--- src/hw/rtl/bmpblit_pkg.sv ---
// Shared constants, types and phase codes of the BMP blit unit.
`timescale 1ns / 1ps

package bmpblit_pkg;

    localparam int SCREEN_WIDTH  = 800;
    localparam int SCREEN_HEIGHT = 480;
    localparam int HEADER_BYTES  = 54;

    localparam int COL_W    = $clog2(SCREEN_WIDTH);
    localparam int ROW_W    = $clog2(SCREEN_HEIGHT);
    localparam int ADDR_W   = 19;
    localparam int COLOR_W  = 24;
    localparam int DIM_W    = 16;
    localparam int HIDX_W   = 6;
    localparam int ORGX_W   = 10;
    localparam int ORGY_W   = 9;
    localparam int CFG_W    = 10;
    localparam int SUM_W    = DIM_W + 1;

    localparam logic [ORGX_W-1:0] ORIGIN_X_RESET = ORGX_W'(200);
    localparam logic [ORGY_W-1:0] ORIGIN_Y_RESET = ORGY_W'(100);

    // header byte positions of the size fields (low 16 bits only)
    localparam logic [HIDX_W-1:0] WIDTH_LO_IDX  = HIDX_W'(18);
    localparam logic [HIDX_W-1:0] WIDTH_HI_IDX  = HIDX_W'(19);
    localparam logic [HIDX_W-1:0] HEIGHT_LO_IDX = HIDX_W'(22);
    localparam logic [HIDX_W-1:0] HEIGHT_HI_IDX = HIDX_W'(23);

    // configuration register indexes
    localparam logic CFG_ORIGIN_X = 1'b0;
    localparam logic CFG_ORIGIN_Y = 1'b1;

    // position of a byte inside one BGR pixel
    localparam logic [1:0] BYTE_BLUE  = 2'd0;
    localparam logic [1:0] BYTE_GREEN = 2'd1;
    localparam logic [1:0] BYTE_RED   = 2'd2;

    typedef enum logic [3:0] {
        PH_HEADER = 4'b0001,
        PH_PIXELS = 4'b0010,
        PH_PAD    = 4'b0100,
        PH_DONE   = 4'b1000
    } phase_t;

    // on-screen pixel waiting for its address
    typedef struct packed {
        logic [ROW_W-1:0]   row;
        logic [COL_W-1:0]   col;
        logic [COLOR_W-1:0] color;
    } pix_t;

endpackage

--- src/hw/rtl/bmpblit_parser.sv ---
// Byte-level BMP parser: header fields, row and pixel counters, screen clipping.
`timescale 1ns / 1ps

module bmpblit_parser
    import bmpblit_pkg::*;
(
    input  logic              clk,
    input  logic              rst_n,
    input  logic              in_valid,
    output logic              in_ready,
    input  logic [7:0]        in_byte,
    input  logic              in_start,
    input  logic [ORGX_W-1:0] origin_x,
    input  logic [ORGY_W-1:0] origin_y,
    output logic              pix_valid,
    input  logic              pix_ready,
    output pix_t              pix
);

    phase_t             phase_reg, phase_next;
    logic [HIDX_W-1:0]  hidx_reg, hidx_next;
    logic [DIM_W-1:0]   width_reg, width_next;
    logic [DIM_W-1:0]   height_reg, height_next;
    logic [DIM_W-1:0]   row_reg, row_next;
    logic [DIM_W-1:0]   col_reg, col_next;
    logic [1:0]         bip_reg, bip_next;
    logic [1:0]         pad_reg, pad_next;
    logic [7:0]         blue_reg, blue_next;
    logic [7:0]         green_reg, green_next;
    logic               pix_valid_reg;
    pix_t               pix_reg;

    // current state as seen by this byte (start mark clears it first)
    phase_t             cur_phase;
    logic [HIDX_W-1:0]  cur_hidx;
    logic [DIM_W-1:0]   cur_width, cur_height, cur_row, cur_col;
    logic [1:0]         cur_bip, cur_pad;

    logic [HIDX_W-1:0]  hidx_inc;
    logic [DIM_W-1:0]   col_inc, flip_row;
    logic [SUM_W-1:0]   row_inc, scol, srow;
    logic               emit, accept;

    assign accept    = in_valid && in_ready;
    assign in_ready  = !pix_valid_reg || pix_ready;
    assign pix_valid = pix_valid_reg;
    assign pix       = pix_reg;

    always_comb
    begin
        cur_phase  = in_start ? PH_HEADER : phase_reg;
        cur_hidx   = in_start ? '0 : hidx_reg;
        cur_width  = in_start ? '0 : width_reg;
        cur_height = in_start ? '0 : height_reg;
        cur_row    = in_start ? '0 : row_reg;
        cur_col    = in_start ? '0 : col_reg;
        cur_bip    = in_start ? '0 : bip_reg;
        cur_pad    = in_start ? '0 : pad_reg;

        hidx_inc = cur_hidx + HIDX_W'(1);
        col_inc  = cur_col + DIM_W'(1);
        row_inc  = SUM_W'(cur_row) + SUM_W'(1);
        flip_row = cur_height - DIM_W'(1) - cur_row;
        scol     = SUM_W'(origin_x) + SUM_W'(cur_col);
        srow     = SUM_W'(origin_y) + SUM_W'(flip_row);

        phase_next  = cur_phase;
        hidx_next   = cur_hidx;
        width_next  = cur_width;
        height_next = cur_height;
        row_next    = cur_row;
        col_next    = cur_col;
        bip_next    = cur_bip;
        pad_next    = cur_pad;
        blue_next   = blue_reg;
        green_next  = green_reg;
        emit        = 1'b0;

        unique case (cur_phase)
            PH_HEADER:
            begin
                if (cur_hidx == WIDTH_LO_IDX)
                    width_next[7:0] = in_byte;
                if (cur_hidx == WIDTH_HI_IDX)
                    width_next[15:8] = in_byte;
                if (cur_hidx == HEIGHT_LO_IDX)
                    height_next[7:0] = in_byte;
                if (cur_hidx == HEIGHT_HI_IDX)
                    height_next[15:8] = in_byte;
                hidx_next = hidx_inc;
                if (hidx_inc >= HIDX_W'(HEADER_BYTES))
                begin
                    row_next = '0;
                    col_next = '0;
                    bip_next = '0;
                    pad_next = '0;
                    phase_next = (width_next != '0 && height_next != '0) ? PH_PIXELS
                                                                         : PH_DONE;
                end
            end
            PH_PIXELS:
            begin
                if (cur_bip == BYTE_BLUE)
                begin
                    blue_next = in_byte;
                    bip_next  = BYTE_GREEN;
                end
                else if (cur_bip == BYTE_GREEN)
                begin
                    green_next = in_byte;
                    bip_next   = BYTE_RED;
                end
                else
                begin
                    bip_next = BYTE_BLUE;
                    emit = (scol < SUM_W'(SCREEN_WIDTH)) && (srow < SUM_W'(SCREEN_HEIGHT));
                    col_next = col_inc;
                    if (col_inc >= cur_width)
                    begin
                        col_next = '0;
                        pad_next = cur_width[1:0];
                        if (cur_width[1:0] != 2'd0)
                            phase_next = PH_PAD;
                        else if (row_inc >= SUM_W'(cur_height))
                            phase_next = PH_DONE;
                        else
                        begin
                            row_next   = row_inc[DIM_W-1:0];
                            phase_next = PH_PIXELS;
                        end
                    end
                end
            end
            PH_PAD:
            begin
                pad_next = cur_pad - 2'd1;
                if (pad_next == 2'd0)
                begin
                    if (row_inc >= SUM_W'(cur_height))
                        phase_next = PH_DONE;
                    else
                    begin
                        row_next   = row_inc[DIM_W-1:0];
                        phase_next = PH_PIXELS;
                    end
                end
            end
            PH_DONE:
            begin
                // drop trailing bytes until the next start mark
            end
            default:
            begin
                phase_next = PH_DONE;
            end
        endcase
    end

    always_ff @(posedge clk or negedge rst_n)
    begin
        if (!rst_n)
        begin
            phase_reg     <= PH_HEADER;
            hidx_reg      <= '0;
            width_reg     <= '0;
            height_reg    <= '0;
            row_reg       <= '0;
            col_reg       <= '0;
            bip_reg       <= '0;
            pad_reg       <= '0;
            pix_valid_reg <= 1'b0;
        end
        else
        begin
            if (accept)
            begin
                phase_reg  <= phase_next;
                hidx_reg   <= hidx_next;
                width_reg  <= width_next;
                height_reg <= height_next;
                row_reg    <= row_next;
                col_reg    <= col_next;
                bip_reg    <= bip_next;
                pad_reg    <= pad_next;
            end
            if (in_ready)
                pix_valid_reg <= accept && emit;
        end
    end

    always_ff @(posedge clk)
    begin
        if (accept)
        begin
            blue_reg  <= blue_next;
            green_reg <= green_next;
        end
        if (accept && emit)
        begin
            pix_reg.row   <= srow[ROW_W-1:0];
            pix_reg.col   <= scol[COL_W-1:0];
            pix_reg.color <= {in_byte, green_reg, blue_reg};
        end
    end

endmodule

--- src/hw/rtl/bmpblit_addr.sv ---
// Address stage: row times screen width plus column, held in the output register.
`timescale 1ns / 1ps

module bmpblit_addr
    import bmpblit_pkg::*;
(
    input  logic               clk,
    input  logic               rst_n,
    input  logic               pix_valid,
    output logic               pix_ready,
    input  pix_t               pix,
    output logic               out_valid,
    input  logic               out_ready,
    output logic [ADDR_W-1:0]  out_address,
    output logic [COLOR_W-1:0] out_color
);

    logic               valid_reg;
    logic [ADDR_W-1:0]  address_reg, address_next;
    logic [COLOR_W-1:0] color_reg;

    assign pix_ready   = !valid_reg || out_ready;
    assign out_valid   = valid_reg;
    assign out_address = address_reg;
    assign out_color   = color_reg;

    assign address_next = ADDR_W'(pix.row) * ADDR_W'(SCREEN_WIDTH) + ADDR_W'(pix.col);

    always_ff @(posedge clk or negedge rst_n)
    begin
        if (!rst_n)
            valid_reg <= 1'b0;
        else if (pix_ready)
            valid_reg <= pix_valid;
    end

    always_ff @(posedge clk)
    begin
        if (pix_ready && pix_valid)
        begin
            address_reg <= address_next;
            color_reg   <= pix.color;
        end
    end

endmodule

--- src/hw/rtl/bmp24_to_framebuffer_blit_unit.sv ---
// Top level of the 24-bit BMP to framebuffer blit unit.
`timescale 1ns / 1ps
//
//  Channel   Direction  Ports                         Contents
//  --------  ---------  ----------------------------  ---------------------------------
//  s_*       in         s_tvalid/s_tready/s_tdata/    one BMP file byte per transfer,
//                       s_tuser                       tuser marks the first byte of a file
//  m_*       out        m_tvalid/m_tready/m_tdata     one framebuffer write per transfer
//  cfg_*     in         cfg_we/cfg_index/cfg_data     image origin on screen
//
//  One byte is taken every cycle while s_tready is high; the parser state advances at
//  each input transfer. A red byte of an on-screen pixel produces a write after passing
//  the parser's pixel register and then the address stage (the row * 800 multiply).
//  Each stage holds while the next one is full and stalled, so m_tready low backs up
//  to s_tready only after both stages fill.
//  Reset clears the parse state to the header phase and sets the origin to (200, 100).
//
module bmp24_to_framebuffer_blit_unit
    import bmpblit_pkg::*;
(
    input  logic             clk,
    input  logic             rst_n,
    input  logic             s_tvalid,
    output logic             s_tready,
    input  logic [7:0]       s_tdata,   // [7:0] file_byte
    input  logic             s_tuser,   // [0] file_start
    output logic             m_tvalid,
    input  logic             m_tready,
    output logic [47:0]      m_tdata,   // [18:0] pixel_address, [42:19] pixel_color, zeros
    input  logic             cfg_we,
    input  logic             cfg_index,
    input  logic [CFG_W-1:0] cfg_data
);

    logic [ORGX_W-1:0]  origin_x_reg;
    logic [ORGY_W-1:0]  origin_y_reg;
    logic               pix_valid, pix_ready;
    pix_t               pix;
    logic [ADDR_W-1:0]  pixel_address;
    logic [COLOR_W-1:0] pixel_color;

    // origin registers; the user must write them only while the block is idle (not enforced here)
    always_ff @(posedge clk or negedge rst_n)
    begin
        if (!rst_n)
        begin
            origin_x_reg <= ORIGIN_X_RESET;
            origin_y_reg <= ORIGIN_Y_RESET;
        end
        else if (cfg_we)
        begin
            unique case (cfg_index)
                CFG_ORIGIN_X: origin_x_reg <= cfg_data[ORGX_W-1:0];
                CFG_ORIGIN_Y: origin_y_reg <= cfg_data[ORGY_W-1:0];
                default:      origin_x_reg <= origin_x_reg;
            endcase
        end
    end

    bmpblit_parser u_parser (
        .clk       (clk),
        .rst_n     (rst_n),
        .in_valid  (s_tvalid),
        .in_ready  (s_tready),
        .in_byte   (s_tdata),
        .in_start  (s_tuser),
        .origin_x  (origin_x_reg),
        .origin_y  (origin_y_reg),
        .pix_valid (pix_valid),
        .pix_ready (pix_ready),
        .pix       (pix)
    );

    bmpblit_addr u_addr (
        .clk         (clk),
        .rst_n       (rst_n),
        .pix_valid   (pix_valid),
        .pix_ready   (pix_ready),
        .pix         (pix),
        .out_valid   (m_tvalid),
        .out_ready   (m_tready),
        .out_address (pixel_address),
        .out_color   (pixel_color)
    );

    // pack the write, padded with zeros to whole bytes
    assign m_tdata = {5'd0, pixel_color, pixel_address};

endmodule

--- config.mk ---
export PLATFORM = sky130hd
export DESIGN_NAME = bmp24_to_framebuffer_blit_unit
export DESIGN_NICKNAME = d
export VERILOG_FILES = /design/src/hw/rtl/bmpblit_pkg.sv /design/src/hw/rtl/bmpblit_parser.sv /design/src/hw/rtl/bmpblit_addr.sv /design/src/hw/rtl/bmp24_to_framebuffer_blit_unit.sv
export SDC_FILE = /design/constraint.sdc
export NUM_CORES = 1
export LEC_CHECK = 0
export ABC_AREA = 1
export BUFFER_PORTS_ARGS = -buffer_cell sky130_fd_sc_hd__buf_2
export CAP_MARGIN = 10
export CORE_ASPECT_RATIO = 1.5
export CORE_MARGIN = 10
export CORE_UTILIZATION = 58
export CTS_CLUSTER_SIZE = 24
export DETAILED_ROUTE_END_ITERATION = 6
export PLACE_DENSITY = 0.76
export SETUP_SLACK_MARGIN = 0.4
export SLEW_MARGIN = 20
export SYNTH_ARGS = -nofsm -noshare
export SYNTH_HDL_FRONTEND = slang
export SYNTH_SLANG_ARGS = --single-unit
--- constraint.sdc ---
create_clock -name clk -period 4.8 [get_ports clk]
set_input_delay 0.96 -clock clk [delete_from_list [all_inputs] [get_ports clk]]
set_output_delay 0.96 -clock clk [all_outputs]
set_load 0.01 [all_outputs]
# Yosys cells after proc, flatten, opt, wreduce, memory -nomap -nowiden
# Cells that the tools add are included.
[classes] mul=1 n_addsub=9 shift=0 n_reduce_logical=18 n_eq_ne=9 magnitude_cmp=5 mux=53 n_div=0 n_bitwise=2
[op_table] cell="$mux W16" count=17
[op_table] cell="$mux W8" count=8
[op_table] cell="$pmux W16 S3" count=1
[op_table] cell="$mux W4" count=9
[op_table] cell="$pmux W16 S2" count=1
[op_table] cell="$reduce_bool A16 Y1" count=2
[op_table] cell="$eq A6 B5 Y1 const B" count=4
[op_table] cell="$add A19 B10 Y19" count=1
[op_table] cell="$mux W2" count=9
[op_table] cell="$add A10 B16 Y17" count=1
[op_table] cell="$add A16 B1 Y17 const B" count=1
[op_table] cell="$add A9 B16 Y17" count=1
[op_table] cell="$ge A17 B16 Y1" count=1
[op_table] cell="$lt A17 B10 Y1 const B" count=1
[op_table] cell="$lt A17 B9 Y1 const B" count=1
[op_table] cell="$add A16 B1 Y16 const B" count=1
[op_table] cell="$ge A16 B16 Y1" count=1
[op_table] cell="$pmux W4 S4" count=1
[op_table] cell="$sub A16 B1 Y16 const B" count=1
[op_table] cell="$sub A16 B16 Y16" count=1
[op_table] cell="$mul A9 B5 Y14 const B" count=1
[op_table] cell="$mux W6" count=2
[op_table] cell="$add A6 B1 Y6 const B" count=1
[op_table] cell="$ge A6 B6 Y1 const B" count=1
[op_table] cell="18 further kinds" count=29
[word_totals] latch_bits=0 inputBits=25 reg_bits=201 mem_bits_rw=0 mem_count=0 rom_bits=0 wordCells=116

# Depth between registers and ports, before layout
[depth] word_depth=10 ltp_mapped=33

# Hierarchy
# A second synthesis with hierarchy kept.
[unflattened] hier_cells=1824 hier_area_um2=14153.6
[by_module_without_submodules] mod="bmpblit_parser" cells_per_inst=1475 n_inst=1 area_each_um2=10666.5
[by_module_without_submodules] mod="bmpblit_addr" cells_per_inst=260 n_inst=1 area_each_um2=2675.1
[by_module_without_submodules] mod="bmp24_to_framebuffer_blit_unit" cells_per_inst=89 n_inst=1 area_each_um2=812.0

# Least setup slack after synthesis
# OpenSTA, ideal clock, no wires.
[synth_timing] path_type="input to register" from="input s_tuser" to="register u_parser.pix_reg (netlist bit u_parser.pix[0]), enable pin" setup_ps=397 arrival_time_ps=4955 cell_stages=29 t_required_ps=4403 slack_ps=-552 cell_sequence="buf_6 buf_6 buf_2 buf_2 nor2_1 inv_1 ha_1 ha_1 inv_1 nand2_1 nand2_1 nand2_2 nand2_1 nand2_1 xor2_1 ha_1 inv_1 o21ai_0 a21oi_1 nand2_1 a21oi_1 inv_1 nand3_2 nand2_1 nand2_1 nand2_1 nor2_1 nand3_1 inv_1"
[synth_between] elab_chain_len=10 word_cells_on_any_way=19 classes_between="add/sub: 4; order compare: 2; eq/ne: 2; mux: 8; reduce/logical: 3"
[synth_rtl] element="from (decl)" line="bmp24_to_framebuffer_blit_unit.sv:26" text="input logic s_tuser,"
[synth_rtl] element="$mux W16" line="bmpblit_parser.sv:54" text="cur_height = in_start ? '0 : height_reg;"
[synth_rtl] element="$sub A16 B1 Y16" line="bmpblit_parser.sv:63" text="flip_row = cur_height - DIM_W'(1) - cur_row;"
[synth_rtl] element="$sub A16 B16 Y16" line="bmpblit_parser.sv:63"
[synth_rtl] element="$add A9 B16 Y17" line="bmpblit_parser.sv:65" text="srow = SUM_W'(origin_y) + SUM_W'(flip_row);"
[synth_rtl] element="$lt A17 B9 Y1" line="bmpblit_parser.sv:116" text="emit = (scol < SUM_W'(SCREEN_WIDTH)) && (srow < SUM_W'(SCREEN_HEIGHT));"
[synth_rtl] element="$logic_and A1 B1 Y1" line="bmpblit_parser.sv:116"
[synth_rtl] element="$mux W1" line="bmpblit_parser.sv:108" text="else if (cur_bip == BYTE_GREEN)"
[synth_rtl] element="$mux W1" line="bmpblit_parser.sv:103" text="if (cur_bip == BYTE_BLUE)"
[synth_rtl] element="$mux W1 (*)" line="bmpblit_parser.sv:79" text="unique case (cur_phase)"
[synth_rtl] element="$logic_and A1 B1 Y1 (*)" line="bmpblit_parser.sv:198" text="if (accept && emit)"
[synth_rtl] element="to (decl)" line="bmpblit_parser.sv:31" text="pix_t pix_reg;"
# Every way passes the cells marked *; elsewhere a longest branch is shown, timed or not.
# A chain may end at the register's enable or synchronous reset.

# Worst setup path after layout
[layout_timing] from="input s_tuser" to="register u_parser.pix_reg (netlist bit u_parser.pix[41]), enable pin"
# Same word-level chain as after synthesis.

==> impl_metrics.json <==
{
  "diodes": 0,
  "synth.cell_area_um2": 14000,
  "finalHoldViolCount": 0,
  "critical_path.top_delay_family": "simple AND/OR/NAND/NOR gates",
  "core_area_um2": 23700,
  "cp_max_fo": 26,
  "min_period_ps": 4210,
  "tightest_slew_ps": 988,
  "placed_area_um2": 14900,
  "grt_usage": 0.245,
  "die_area_um2": 30900,
  "finalSetupTns_ps": 0,
  "cp.buffers_inverters": 8,
  "start_kind": "input pin",
  "overflow": 0,
  "io_pins": 75,
  "clk_latency_ps": 510,
  "finish.utilization": 0.667,
  "synth_seq_cells": 201,
  "largest_reg_flops": 43,
  "grt_pass1_wl_um": 61700,
  "synth_edf_count": 102,
  "htree_levels": 1,
  "p_leak_nw": 7.67,
  "final_common_cell": "nand2_1",
  "place_inst": 2159,
  "layout-drive-gt1-share": 0.132,
  "pre_cts_ws_ps": 138,
  "hold_class": "reg -> reg",
  "die_y_um": 210,
  "first_global_vias": 12300,
  "cts_buffers": 22,
  "cp-end-kind": "flip-flop",
  "maxSlewViolCount": 0,
  "finalCritPeriodShare": 0.877,
  "path_clk_slew_ps": 60,
  "ctsHoldBuffers": 0,
  "place_congestion": 1.01,
  "yosysUniqueCellTypes": 53,
  "clock-skew-final_ps": 15.5,
  "routedWlPerCell_um": 17.6,
  "cap_violations": 0,
  "antenna_left": 0,
  "syn2layout_area_growth_pct": 13.2,
  "finalSetupViolCount": 0,
  "instances_no_fill": 2208,
  "outcome": "finished, final reports clean",
  "whs_ps": 417,
  "final_cell_area_um2": 15800,
  "synth_warnings": 0,
  "cts_tree": "yes",
  "die_w_um": 147,
  "power_mw": 5.36,
  "antenna_found_initial": 0,
  "top_layer": "met4",
  "dr_wl_met2_um": 19300,
  "syn_inst": 1781,
  "rows": 69,
  "cts.sinks": 201,
  "final_cell_mix": "nand2_1, inv_1, nor2_1, o21ai_0, a21oi_1",
  "cts-root-buf": "clkbuf_16",
  "ir_drop_v": 0.000311,
  "async_flop_share": 0.493,
  "avgSynthCellArea_um2": 7.85,
  "critical_path_class": "in -> reg",
  "cp.required_ps": 5020,
  "relSlewSlack": 0.341,
  "start_util": 0.589,
  "met3RoutedLength_um": 2340,
  "nets": 2011,
  "crit_top_cell": "nand2_1",
  "max_freq_ghz": 0.238,
  "grt_max_degree": 103,
  "wl_met1_um": 14500,
  "cp_slowest_cell": "ha_1",
  "slowest_delay_ps": 330,
  "drc": 0,
  "synth-main-ff-cell": "edfxtp_1",
  "powerDensity_nw_per_um2": 339,
  "vias_per_cell": 5.67,
  "port_buffers": 69,
  "drtIter0Drc": 1024,
  "ys_seq_area_frac": 0.397,
  "routed_wirelength_um": 38800,
  "rsz0062_at_grt": "yes",
  "clock_path_buffers": 3,
  "nFillCells": 1963,
  "critPathArrivalTime_ps": 4430,
  "fin_ws_ps": 591,
  "dr.pass1.iters": 6,
  "vias": 12500,
  "hpwl_um": 28800
}
==> cell families (layout without fill, tap and decap cells) <==
kind of cell	count (synthesis)	after routing	share of synthesized area
buffers and inverters	333	437	0.0953
and+or+nand+nor	738	738	0.231
muxes	1	1	0.000805
adders and majority gates	113	113	0.105
AOI/OAI and AO/OA	336	336	0.134
DFF	201	201	0.397
other	1	5	0.000268
xor gates and xnor gates	58	58	0.0363
==> cell usage after synthesis (5+ instances only) <==
| master | instances | share of area |
|---|---|---|
| ha_1 | 106 | 0.095 |
| edfxtp_1 | 102 | 0.22 |
| dfstp_2 | 7 | 0.013 |
| buf_2 | 8 | 0.0029 |
| nand3_1 | 90 | 0.032 |
| o22a_1 | 12 | 0.0075 |
| nor2_1 | 168 | 0.045 |
| a22oi_1 | 7 | 0.0038 |
| o21ai_1 | 8 | 0.0029 |
| nor2_2 | 11 | 0.0049 |
| xnor2_1 | 17 | 0.011 |
| inv_2 | 7 | 0.0019 |
| a21oi_1 | 110 | 0.039 |
| nor3_1 | 18 | 0.0064 |
| o22ai_1 | 11 | 0.0049 |
| fa_1 | 7 | 0.010 |
| o21ai_0 | 142 | 0.051 |
| nand3_2 | 10 | 0.0072 |
| dfrtp_1 | 92 | 0.16 |
| o211ai_1 | 10 | 0.0054 |
| inv_1 | 278 | 0.075 |
| buf_4 | 5 | 0.0027 |
| nand2_2 | 15 | 0.0067 |
| o31ai_1 | 6 | 0.0032 |
| xor2_1 | 41 | 0.026 |
| buf_6 | 5 | 0.0040 |
| nand2_1 | 376 | 0.10 |
| nand4_1 | 27 | 0.012 |
| clkbuf_1 | 26 | 0.0070 |
| o21a_1 | 18 | 0.0097 |
==> where the power goes <==
group          switching [mW]  internal, mW  leakage, nW
sequential             0.0842          1.94         2.13
clock                   0.731          1.02        0.366
combinational            1.05         0.535         5.17
==> layout make-up <==
class                   count  area, um^2  share of cell area
clock inverters            10         101             0.00640
clock buffers              30         653              0.0413
repair buffers            112         767              0.0485
well taps                 319         399              0.0252
flip-flops and latches    201        5550               0.351
multi-input cells        1251        7280               0.460
inverters                 285        1080              0.0680
==> repair_timing <==
item	CTS	global route
setup buffers	0	4
resized for setup	0	22
endpoints found under the setup margin	0	63
==> worst paths after layout <==
check	start	endpoint	slack, ps	cells after the start
worst max-delay path	s_tuser	u_parser.pix[41]	590	28
max in group asynchronous	rst_n	u_addr.out_valid	3160	2
worst min register to register	u_parser.pix[22]	u_addr.out_color[22]	420	0
min in group asynchronous	rst_n	u_parser.width_reg[11]	540	1
worst max register to register	u_parser.row_reg[4]	u_parser.pix[41]	900	26
worst min-delay path	u_parser.pix[22]	u_addr.out_color[22]	420	0
==> layer usage <==
metal / vias up / global-route usage
met5: - / 0
met4: 0 / 0.154
met1: 5828 / 0.270
met3: 149 / 0.0298
met2: 478 / 0.437
li1: 6063 / -
Note: power is estimated with default switching activity, not from simulation.
